`src/rtl/core/trsc_pkg.sv`:
```
// package for the torque request sanity check
// register indexes, field widths, stage types and the divider step; no dependencies
package trsc_pkg;

  // field widths
  localparam int unsigned TorqueW = 8;
  localparam int unsigned RpmW    = 16;
  localparam int unsigned WordW   = 16;
  localparam int unsigned TempW   = 8;
  localparam int unsigned CurrW   = 15;
  localparam int unsigned CfgIdxW = 3;
  localparam int unsigned CfgDataW = 16;
  // product of a non-negative torque and the limit
  localparam int unsigned ProdW   = 15;
  // quotient bits; the scaled torque is always below 128
  localparam int unsigned QuotW   = 7;
  // quotient bits resolved in the first divider stage
  localparam int unsigned QuotHiW = 4;
  localparam int unsigned QuotLoW = QuotW - QuotHiW;

  // configuration register indexes
  typedef enum logic [CfgIdxW-1:0] {
    CFG_REGEN_ENABLE     = 3'd0,
    CFG_MAX_CELL_VOLTAGE = 3'd1,
    CFG_MAX_CELL_TEMP    = 3'd2,
    CFG_MAX_REGEN_CURR   = 3'd3,
    CFG_MIN_REGEN_RPM    = 3'd4,
    CFG_MIN_REGEN_SPEED  = 3'd5
  } cfg_idx_e;

  // first stage: checked torques and scaling decision
  typedef struct packed {
    logic signed [TorqueW-1:0] left;
    logic signed [TorqueW-1:0] right;
    logic [TorqueW-1:0]        limit;
    logic [TorqueW-1:0]        total;
    logic                      scale;
  } chk_t;

  // second stage: products for the two wheels
  typedef struct packed {
    logic signed [TorqueW-1:0] left;
    logic signed [TorqueW-1:0] right;
    logic [TorqueW-1:0]        total;
    logic                      scale;
    logic [ProdW-1:0]          prod_l;
    logic [ProdW-1:0]          prod_r;
  } prod_t;

  // third stage: partial quotients and remainders
  typedef struct packed {
    logic signed [TorqueW-1:0] left;
    logic signed [TorqueW-1:0] right;
    logic [TorqueW-1:0]        total;
    logic                      scale;
    logic [TorqueW-1:0]        rem_l;
    logic [TorqueW-1:0]        rem_r;
    logic [QuotHiW-1:0]        quo_l;
    logic [QuotHiW-1:0]        quo_r;
    logic [QuotLoW-1:0]        low_l;
    logic [QuotLoW-1:0]        low_r;
  } div_t;

  // one restoring division step: returns {quotient bit, new remainder}
  function automatic logic [TorqueW:0] div_step(input logic [TorqueW-1:0] rem,
                                                input logic               din,
                                                input logic [TorqueW-1:0] dvs);
    logic [TorqueW:0] sh;
    logic [TorqueW:0] diff;
    sh   = {rem, din};
    diff = sh - {1'b0, dvs};
    if (sh >= {1'b0, dvs}) begin
      div_step = {1'b1, diff[TorqueW-1:0]};
    end else begin
      div_step = {1'b0, sh[TorqueW-1:0]};
    end
  endfunction

endpackage

```
`src/rtl/core/torque_request_sanity_check.sv`:
```
// torque request sanity check: regen gating, thresholds and limit scaling
// depends on trsc_pkg
// four register stages, the first loaded at the edge that accepts an item
// throughput: one item per cycle; the limit division is split over two divider stages
// a held stall on the output fills the stages and then stalls the input side
// reset clears the stage valid bits and sets all configuration registers to zero
module torque_request_sanity_check (
  input  logic                                 clk_i,
  input  logic                                 rst_ni,
  // configuration write channel
  input  logic                                 cfg_valid_i,
  output logic                                 cfg_ready_o,
  input  logic [trsc_pkg::CfgIdxW-1:0]         cfg_index_i,
  input  logic [trsc_pkg::CfgDataW-1:0]        cfg_data_i,
  // input item channel
  input  logic                                 in_valid_i,
  output logic                                 in_stall_o,
  input  logic signed [trsc_pkg::TorqueW-1:0]  left_request_i,
  input  logic signed [trsc_pkg::TorqueW-1:0]  right_request_i,
  input  logic [trsc_pkg::TorqueW-1:0]         torque_limit_i,
  input  logic signed [trsc_pkg::RpmW-1:0]     left_rpm_i,
  input  logic signed [trsc_pkg::RpmW-1:0]     right_rpm_i,
  input  logic [trsc_pkg::WordW-1:0]           vehicle_speed_i,
  input  logic [trsc_pkg::WordW-1:0]           min_cell_voltage_i,
  input  logic signed [trsc_pkg::TempW-1:0]    max_cell_temp_i,
  input  logic signed [trsc_pkg::WordW-1:0]    pack_current_i,
  // result item channel
  output logic                                 out_valid_o,
  input  logic                                 out_stall_i,
  output logic signed [trsc_pkg::TorqueW-1:0]  left_torque_o,
  output logic signed [trsc_pkg::TorqueW-1:0]  right_torque_o
);

  localparam int unsigned TW = trsc_pkg::TorqueW;

  // configuration registers
  logic                                regen_en_q;
  logic [trsc_pkg::WordW-1:0]          max_volt_q;
  logic signed [trsc_pkg::TempW-1:0]   max_temp_q;
  logic [trsc_pkg::CurrW-1:0]          max_curr_q;
  logic signed [trsc_pkg::RpmW-1:0]    min_rpm_q;
  logic [trsc_pkg::WordW-1:0]          min_speed_q;

  // stage valid bits and payloads
  logic v1_q, v2_q, v3_q, v4_q;
  logic rdy1, rdy2, rdy3, rdy4;
  trsc_pkg::chk_t  s1_d, s1_q;
  trsc_pkg::prod_t s2_d, s2_q;
  trsc_pkg::div_t  s3_d, s3_q;
  logic signed [TW-1:0] left_d, right_d, left_q, right_q;

  // stage-one working signals
  logic                  allowed;
  logic signed [trsc_pkg::WordW:0] curr_ext;
  logic signed [trsc_pkg::WordW:0] curr_lim;
  logic signed [TW-1:0]  left_c, right_c;
  logic                  neg;
  logic [TW-1:0]         total;

  // configuration writes are always taken
  assign cfg_ready_o = 1'b1;

  always_ff @(posedge clk_i or negedge rst_ni) begin
    if (!rst_ni) begin
      regen_en_q  <= 1'b0;
      max_volt_q  <= '0;
      max_temp_q  <= '0;
      max_curr_q  <= '0;
      min_rpm_q   <= '0;
      min_speed_q <= '0;
    end else if (cfg_valid_i) begin
      unique case (trsc_pkg::cfg_idx_e'(cfg_index_i))
        trsc_pkg::CFG_REGEN_ENABLE:     regen_en_q  <= cfg_data_i[0];
        trsc_pkg::CFG_MAX_CELL_VOLTAGE: max_volt_q  <= cfg_data_i;
        trsc_pkg::CFG_MAX_CELL_TEMP:    max_temp_q  <= cfg_data_i[trsc_pkg::TempW-1:0];
        trsc_pkg::CFG_MAX_REGEN_CURR:   max_curr_q  <= cfg_data_i[trsc_pkg::CurrW-1:0];
        trsc_pkg::CFG_MIN_REGEN_RPM:    min_rpm_q   <= cfg_data_i;
        trsc_pkg::CFG_MIN_REGEN_SPEED:  min_speed_q <= cfg_data_i;
        default: ;
      endcase
    end
  end

  // stage flow control: a stage takes a new item when empty or when it moves on
  assign rdy4       = !v4_q || !out_stall_i;
  assign rdy3       = !v3_q || rdy4;
  assign rdy2       = !v2_q || rdy3;
  assign rdy1       = !v1_q || rdy2;
  assign in_stall_o = !rdy1;

  always_ff @(posedge clk_i or negedge rst_ni) begin
    if (!rst_ni) begin
      v1_q <= 1'b0;
      v2_q <= 1'b0;
      v3_q <= 1'b0;
      v4_q <= 1'b0;
    end else begin
      if (rdy1) v1_q <= in_valid_i;
      if (rdy2) v2_q <= v1_q;
      if (rdy3) v3_q <= v2_q;
      if (rdy4) v4_q <= v3_q;
    end
  end

  // stage one: regen permission, clamping, regen thresholds and limit check
  assign curr_ext = {pack_current_i[trsc_pkg::WordW-1], pack_current_i};
  assign curr_lim = -$signed({2'b00, max_curr_q});
  assign allowed  = regen_en_q && (min_cell_voltage_i < max_volt_q)
                    && (max_cell_temp_i < max_temp_q) && (curr_ext > curr_lim);
  assign left_c   = (!allowed && left_request_i[TW-1])  ? '0 : left_request_i;
  assign right_c  = (!allowed && right_request_i[TW-1]) ? '0 : right_request_i;
  assign neg      = left_c[TW-1] || right_c[TW-1];
  assign total    = {1'b0, left_c[TW-2:0]} + {1'b0, right_c[TW-2:0]};

  always_comb begin
    s1_d.limit = torque_limit_i;
    s1_d.total = total;
    if (neg) begin
      s1_d.scale = 1'b0;
      s1_d.left  = ((left_rpm_i < min_rpm_q) || (vehicle_speed_i < min_speed_q))
                   ? '0 : left_c;
      s1_d.right = ((right_rpm_i < min_rpm_q) || (vehicle_speed_i < min_speed_q))
                   ? '0 : right_c;
    end else begin
      s1_d.scale = total > torque_limit_i;
      s1_d.left  = left_c;
      s1_d.right = right_c;
    end
  end

  always_ff @(posedge clk_i) begin
    if (rdy1 && in_valid_i) s1_q <= s1_d;
  end

  // stage two: torque times limit for each wheel
  always_comb begin
    s2_d.left   = s1_q.left;
    s2_d.right  = s1_q.right;
    s2_d.total  = s1_q.total;
    s2_d.scale  = s1_q.scale;
    s2_d.prod_l = {{(trsc_pkg::ProdW-TW+1){1'b0}}, s1_q.left[TW-2:0]}
                  * {{(trsc_pkg::ProdW-TW){1'b0}}, s1_q.limit};
    s2_d.prod_r = {{(trsc_pkg::ProdW-TW+1){1'b0}}, s1_q.right[TW-2:0]}
                  * {{(trsc_pkg::ProdW-TW){1'b0}}, s1_q.limit};
  end

  always_ff @(posedge clk_i) begin
    if (rdy2 && v1_q) s2_q <= s2_d;
  end

  // stage three: upper quotient bits; the top product bits already sit below the total
  always_comb begin
    logic [TW:0] st_l;
    logic [TW:0] st_r;
    s3_d.left  = s2_q.left;
    s3_d.right = s2_q.right;
    s3_d.total = s2_q.total;
    s3_d.scale = s2_q.scale;
    s3_d.rem_l = s2_q.prod_l[trsc_pkg::ProdW-1:trsc_pkg::QuotW];
    s3_d.rem_r = s2_q.prod_r[trsc_pkg::ProdW-1:trsc_pkg::QuotW];
    s3_d.quo_l = '0;
    s3_d.quo_r = '0;
    s3_d.low_l = s2_q.prod_l[trsc_pkg::QuotLoW-1:0];
    s3_d.low_r = s2_q.prod_r[trsc_pkg::QuotLoW-1:0];
    for (int i = trsc_pkg::QuotW - 1; i >= trsc_pkg::QuotLoW; i--) begin
      st_l = trsc_pkg::div_step(s3_d.rem_l, s2_q.prod_l[i], s2_q.total);
      st_r = trsc_pkg::div_step(s3_d.rem_r, s2_q.prod_r[i], s2_q.total);
      s3_d.rem_l = st_l[TW-1:0];
      s3_d.rem_r = st_r[TW-1:0];
      s3_d.quo_l = {s3_d.quo_l[trsc_pkg::QuotHiW-2:0], st_l[TW]};
      s3_d.quo_r = {s3_d.quo_r[trsc_pkg::QuotHiW-2:0], st_r[TW]};
    end
  end

  always_ff @(posedge clk_i) begin
    if (rdy3 && v2_q) s3_q <= s3_d;
  end

  // stage four: lower quotient bits and the final choice of torques
  always_comb begin
    logic [TW-1:0]              rem_l;
    logic [TW-1:0]              rem_r;
    logic [trsc_pkg::QuotW-1:0] quo_l;
    logic [trsc_pkg::QuotW-1:0] quo_r;
    logic [TW:0]                st_l;
    logic [TW:0]                st_r;
    rem_l = s3_q.rem_l;
    rem_r = s3_q.rem_r;
    quo_l = {s3_q.quo_l, {trsc_pkg::QuotLoW{1'b0}}};
    quo_r = {s3_q.quo_r, {trsc_pkg::QuotLoW{1'b0}}};
    for (int i = trsc_pkg::QuotLoW - 1; i >= 0; i--) begin
      st_l     = trsc_pkg::div_step(rem_l, s3_q.low_l[i], s3_q.total);
      st_r     = trsc_pkg::div_step(rem_r, s3_q.low_r[i], s3_q.total);
      rem_l    = st_l[TW-1:0];
      rem_r    = st_r[TW-1:0];
      quo_l[i] = st_l[TW];
      quo_r[i] = st_r[TW];
    end
    left_d  = s3_q.scale ? $signed({1'b0, quo_l}) : s3_q.left;
    right_d = s3_q.scale ? $signed({1'b0, quo_r}) : s3_q.right;
  end

  always_ff @(posedge clk_i) begin
    if (rdy4 && v3_q) begin
      left_q  <= left_d;
      right_q <= right_d;
    end
  end

  // result item
  assign out_valid_o    = v4_q;
  assign left_torque_o  = left_q;
  assign right_torque_o = right_q;

endmodule

```
`config.mk`:
```
export PLATFORM = sky130hd
export DESIGN_NAME = torque_request_sanity_check
export DESIGN_NICKNAME = d
export VERILOG_FILES = /design/src/rtl/core/trsc_pkg.sv /design/src/rtl/core/torque_request_sanity_check.sv
export SDC_FILE = /design/constraint.sdc
export NUM_CORES = 1
export LEC_CHECK = 0
export ABC_CLOCK_PERIOD_IN_PS = 17300
export BUFFER_PORTS_ARGS = -buffer_cell sky130_fd_sc_hd__buf_2
export CAP_MARGIN = 0
export CELL_PAD_IN_SITES_DETAIL_PLACEMENT = 0
export CELL_PAD_IN_SITES_GLOBAL_PLACEMENT = 2
export CORE_MARGIN = 2
export CORE_UTILIZATION = 43
export CTS_BUF_LIST = sky130_fd_sc_hd__clkbuf_16
export DETAILED_ROUTE_END_ITERATION = 8
export HOLD_SLACK_MARGIN = 0.06
export PLACE_DENSITY_LB_ADDON = 0.2
export SYNTH_ARGS = -nofsm -noshare
export SYNTH_HDL_FRONTEND = slang
export SYNTH_SLANG_ARGS = --single-unit
```
`constraint.sdc`:
```
create_clock -name clk_i -period 17.3 [get_ports clk_i]
set_input_delay 3.46 -clock clk_i [delete_from_list [all_inputs] [get_ports clk_i]]
set_output_delay 3.46 -clock clk_i [all_outputs]
set_load 0.02 [all_outputs]
```
; ---- After elaboration in Yosys (flattened, before gate mapping)
; Index checks and enable logic that the tools add are counted.
[classes]
eq_ne = 5
n_mux = 21
n_lt_le_gt_ge = 21
mul = 2
reduce_logical = 30
n_addsub = 16
[ops]
columns = op, count
row1 = >= comparator 9 x 8 -> 1 bit, 14
row2 = two-way mux 9 bit, 14
row3 = subtractor 8 bit, 14
row4 = less-than comparator 16 bit, 4
row5 = two-way mux 8 bit, 4
row6 = multiplier 7 x 8 -> 15 bit, 2
row7 = > comparator 16 x 17 -> 1 bit, 1
row8 = negation 15 -> 17 bit, 1
row9 = two-way mux 16 bit, 1
row10 = two-way mux 7 bit, 2
row11 = AND reduction 2 bit, 6
row12 = logical AND 1 bit, 9
row13 = adder 7 x 7 -> 8 bit, 1
row14 = > comparator 8 bit, 1
row15 = less-than comparator 8 bit, 1
row16 = zero test 1 bit, 7
row17 = logical OR 1 bit, 7
row18 = == test 3 x 2 -> 1 bit (second input constant), 2
row19 = == test 3 bit (second input constant), 2
row20 = == test 3 x 1 -> 1 bit (second input constant), 1
row21 = zero test 3 bit, 1
[totals]
regBits = 235
out_inout_bits = 19

; ---- Depth between registers and ports, before layout
[depth]
word_depth = 9
ltp_mapped = 39
mapped_depth_nobuf = 37

; ---- Worst setup path before layout
; OpenSTA, ideal clock, no wires.
[synth_path]
path_type = register -> register
from = register s2_q[32] in the netlist's numbering
to = register s3_q[25] in the netlist's numbering (data pin)
n_path_buf = 2
stages_incl_launch_ff = 37
slack_ns = 8.835
period_less_slack_ns = 8.465
arrival_time_ns = 8.204
required_ns = 17.039
cell_sequence = edfxtp_1 inv_1 ha_1 nor2b_4 o31ai_2 a41oi_1 nor2_2 inv_2 buf_2 o21ai_0 inv_1 ha_1 nor2b_1 o31a_1 o211ai_1 a21oi_1 a2111oi_4 mux2_2 inv_1 ha_1 a21o_1 a221oi_1 o21ai_0 o22ai_1 and2_4 inv_1 a21oi_1 ha_1 a21o_1 a21o_1 a21o_1 a31o_2 a31oi_1 o21ai_0 a211o_1 buf_6 a221o_1
[synth_rtl]
columns = element, line_no
row1 = from (decl), torque_request_sanity_check.sv:48  ; trsc_pkg::prod_t s2_d, s2_q;
row2 = from (signal assigned), torque_request_sanity_check.sv:148  ; if (rdy2 && v1_q) s2_q <= s2_d;
row3 = to (signal assigned), torque_request_sanity_check.sv:176  ; if (rdy3 && v2_q) s3_q <= s3_d;
row4 = to (decl), torque_request_sanity_check.sv:49  ; trsc_pkg::div_t s3_d, s3_q;

==> summary.md <==
| Metric | Value |
|---|---|
| Antenna violations before repair | 7 |
| Critical path type | reg -> reg |
| Max_slew headroom | 0.342 |
| Number of synthesized flops with an enable pin | 159 |
| I/O pin count | roughly 160 |
| Share of cells above drive strength 1 | 0.148 |
| DRC violations left | 0 |
| Most used DFF post-synth | edfxtp_1 |
| #FFs+latches synth | roughly 240 |
| CTS clk-pin slew, worst paths | 0.06 ns |
| Total CTS buffers | 29 |
| Global Route Usage Sum | 0.217 |
| Final GP Congestion | 0.849 |
| Routed WL | 50300 um |
| CTS max path bufs | 3 |
| Worst slew pin tran | 0.987 ns |
| Max_cap viols | 0 |
| Post-CTS setup buffers | 0 |
| Grt ovf | 0 |
| Nets | between 2000 and 3000 |
| Post-CTS Hold Buffers | 0 |
| Status | completed |
| RSZ-0062 raised after global routing | no |
| Most common cell in the synthesized netlist | ha_1 |
| Yosys top cell area share | 0.246 |
| Synthesis-to-finish area growth | 12.6% |
| Final Setup Violations | 0 |
| Final cell count without fillers | 2683 |
| Layout Skew | roughly 0.023 ns |
| CTS tree | done |
| Via/cell ratio | approximately 5.3 |
| Placed cells | 2625 |
| Worst setup SP type | flop |
| Die H | 216 um |
| Global-route wire length before repair | 79300 um |
| Iteration-0 DRC Markers | 808 |
| Seq/Total Area, Yosys | 0.344 |
| Post-CTS resize count | 0 |
| Setup crit end kind | flop |
| Vias after detailed routing | 14200 |
| Required @ worst endpoint | 17.62 ns |
| Async SR Flop Fraction | 0.323 |
| Post-synth top area cell | edfxtp_1 |
| Initial Utilization | 0.437 |
| Syn_nets | 2388 |
| I/O Buffers | between 150 and 200 |
| Distinct cells, synth | 79 |
| Final hold violation count | 0 |
| Die Wd | 216 um |
| CTS Sinks | 235 |
| Final Cycle Share | 0.564 |
| Post-synthesis cell area | 19400 um2 |
| Ys Warns | 0 |
| CP Max Fanout | 20 |
| Fin. max-slew vios | 0 |
| Die area | between 40000 and 50000 um2 |
| Synth top cells by count | 278 x ha_1, 218 x inv_1, 170 x nand2_1 |
| DRT antenna net count | 0 |
| Min-delay worst type | reg -> reg |
| Drt pass-1 iters | 5 |
| Sum of negative setup slack | 0 ns |
| Post-detailed-placement half-perimeter wirelength | between 30000 and 40000 um |
| Critical path arrival | 10.09 ns |
| Core ar. | between 40000 and 50000 um2 |
| Cell count after synthesis | 1903 |
| Synth top area cells | edfxtp_1 25%, ha_1 18%, dfrtp_1 9.8% |
| Crit-path max cell delay | about 0.7 ns |
| Fmax | 0.102 GHz |
| CTS H-tree lvls | 1 |
| Wire per inst | ~19 um |
| Worst setup margin | between 7 and 8 ns |
| Clk root buf | clkbuf_16 |
| Tmin final | 9.76 ns |
| Dpl ws | 7.52 ns |
| Fill cell count | 4225 |
| Pin count of the biggest net entering global routing | 77 |
| Worst-Skew Late Latency | 0.59 ns |
| Row cnt | 77 |
| Slowest-stage cell, CP | a2111oi_4 |
| Worst hold-check slack | ~0.42 ns |
| Vias in the first global route | 14300 |
| Average size of a mapped cell | 10.2 um2 |
[placed cells by master (no fill, tap or decap), types with 73 or more instances in the layout]
cell type	instances
nor2_1	81
a21oi_1	108
nand2_1	170
edfxtp_1	159
o21ai_0	98
buf_2	152
dfrtp_1	76
ha_1	278
inv_1	225
mux2_2	73
[logic make-up (layout without fill, tap and decap cells)]
group	after synthesis	after routing	synth area share
AOI/OAI and AO/OA	377	377	0.126
xor gates and xnor gates	94	94	0.0425
adders and majority gates	349	349	0.253
buffers and inverters	250	434	0.0495
DFF	235	235	0.344
muxes	94	94	0.0549
other	1	5	0.000193
and+or+nand+nor	503	503	0.130
[critical path, delay by kind of cell, from the launching register on]
| family | cells | cell delay [ns] |
|---|---|---|
| AO/OA/AOI/OAI | 20 | 5.45 |
| adder cells (fa/ha/maj) | 4 | 1.21 |
| buffers and inverters | 5 | 1.03 |
| flip-flops | 1 | 0.54 |
| multiplexers | 1 | 0.45 |
| AND/OR/NAND/NOR | 4 | 0.79 |
[worst paths after layout]
path	from	to	slack [ns]	depth (start not counted)
setup / recovery	s2_q[32]	s3_q[26]	7.54	34
hold / removal	s2_q[54]	s3_q[54]	0.42	0
setup reg to reg	s2_q[32]	s3_q[26]	7.54	34
hold reg to reg	s2_q[54]	s3_q[54]	0.42	0
max in group asynchronous	rst_ni	min_rpm_q[9]	13.61	1
min in group asynchronous	rst_ni	min_speed_q[0]	3.05	1
[state kept, by name, summed over array words and instances (netlist names)]
| name | count |
|---|---|
| min_speed_q | 16 |
| v2_q | 1 |
| s3_q | 55 |
| min_rpm_q | 16 |
| out_valid_o | 1 |
| max_temp_q | 8 |
| max_volt_q | 16 |
| left_torque_o | 8 |
| s2_q | 55 |
| right_torque_o | 8 |
| v1_q | 1 |
| max_curr_q | 15 |
| regen_en_q | 1 |
| v3_q | 1 |
| s1_q | 33 |
[stage by stage]
stage	util	instance area (um2)
floorplan	-	19400
finish	0.493	21800
CTS	0.492	21800
detailed placement	0.470	20800
global placement	0.470	20800
global route	0.493	21800
[layout make-up]
class                   count  area (um2)  share of cell area
multi-input cells        1418       11800               0.539
flip-flops and latches    235        6680               0.306
inverters                 220         826              0.0378
repair buffers            160         821              0.0376
well taps                 592         741              0.0339
clock buffers              29         726              0.0332
clock inverters            25         260              0.0119
diodes                      4        10.0            0.000459
[routing by layer]
layer / global-route usage / share of wire / vias up
met5: 0 / 0.00095 / -
met4: 0.0486 / 0.018 / 8
met3: 0.0292 / 0.039 / 67
met2: 0.350 / 0.45 / 256
met1: 0.309 / 0.49 / 6804
li1: - / - / 7050
Power is left out: the tool's default activity adds up to more than one toggle a clock period on the data nets, which glitch-free logic cannot reach.
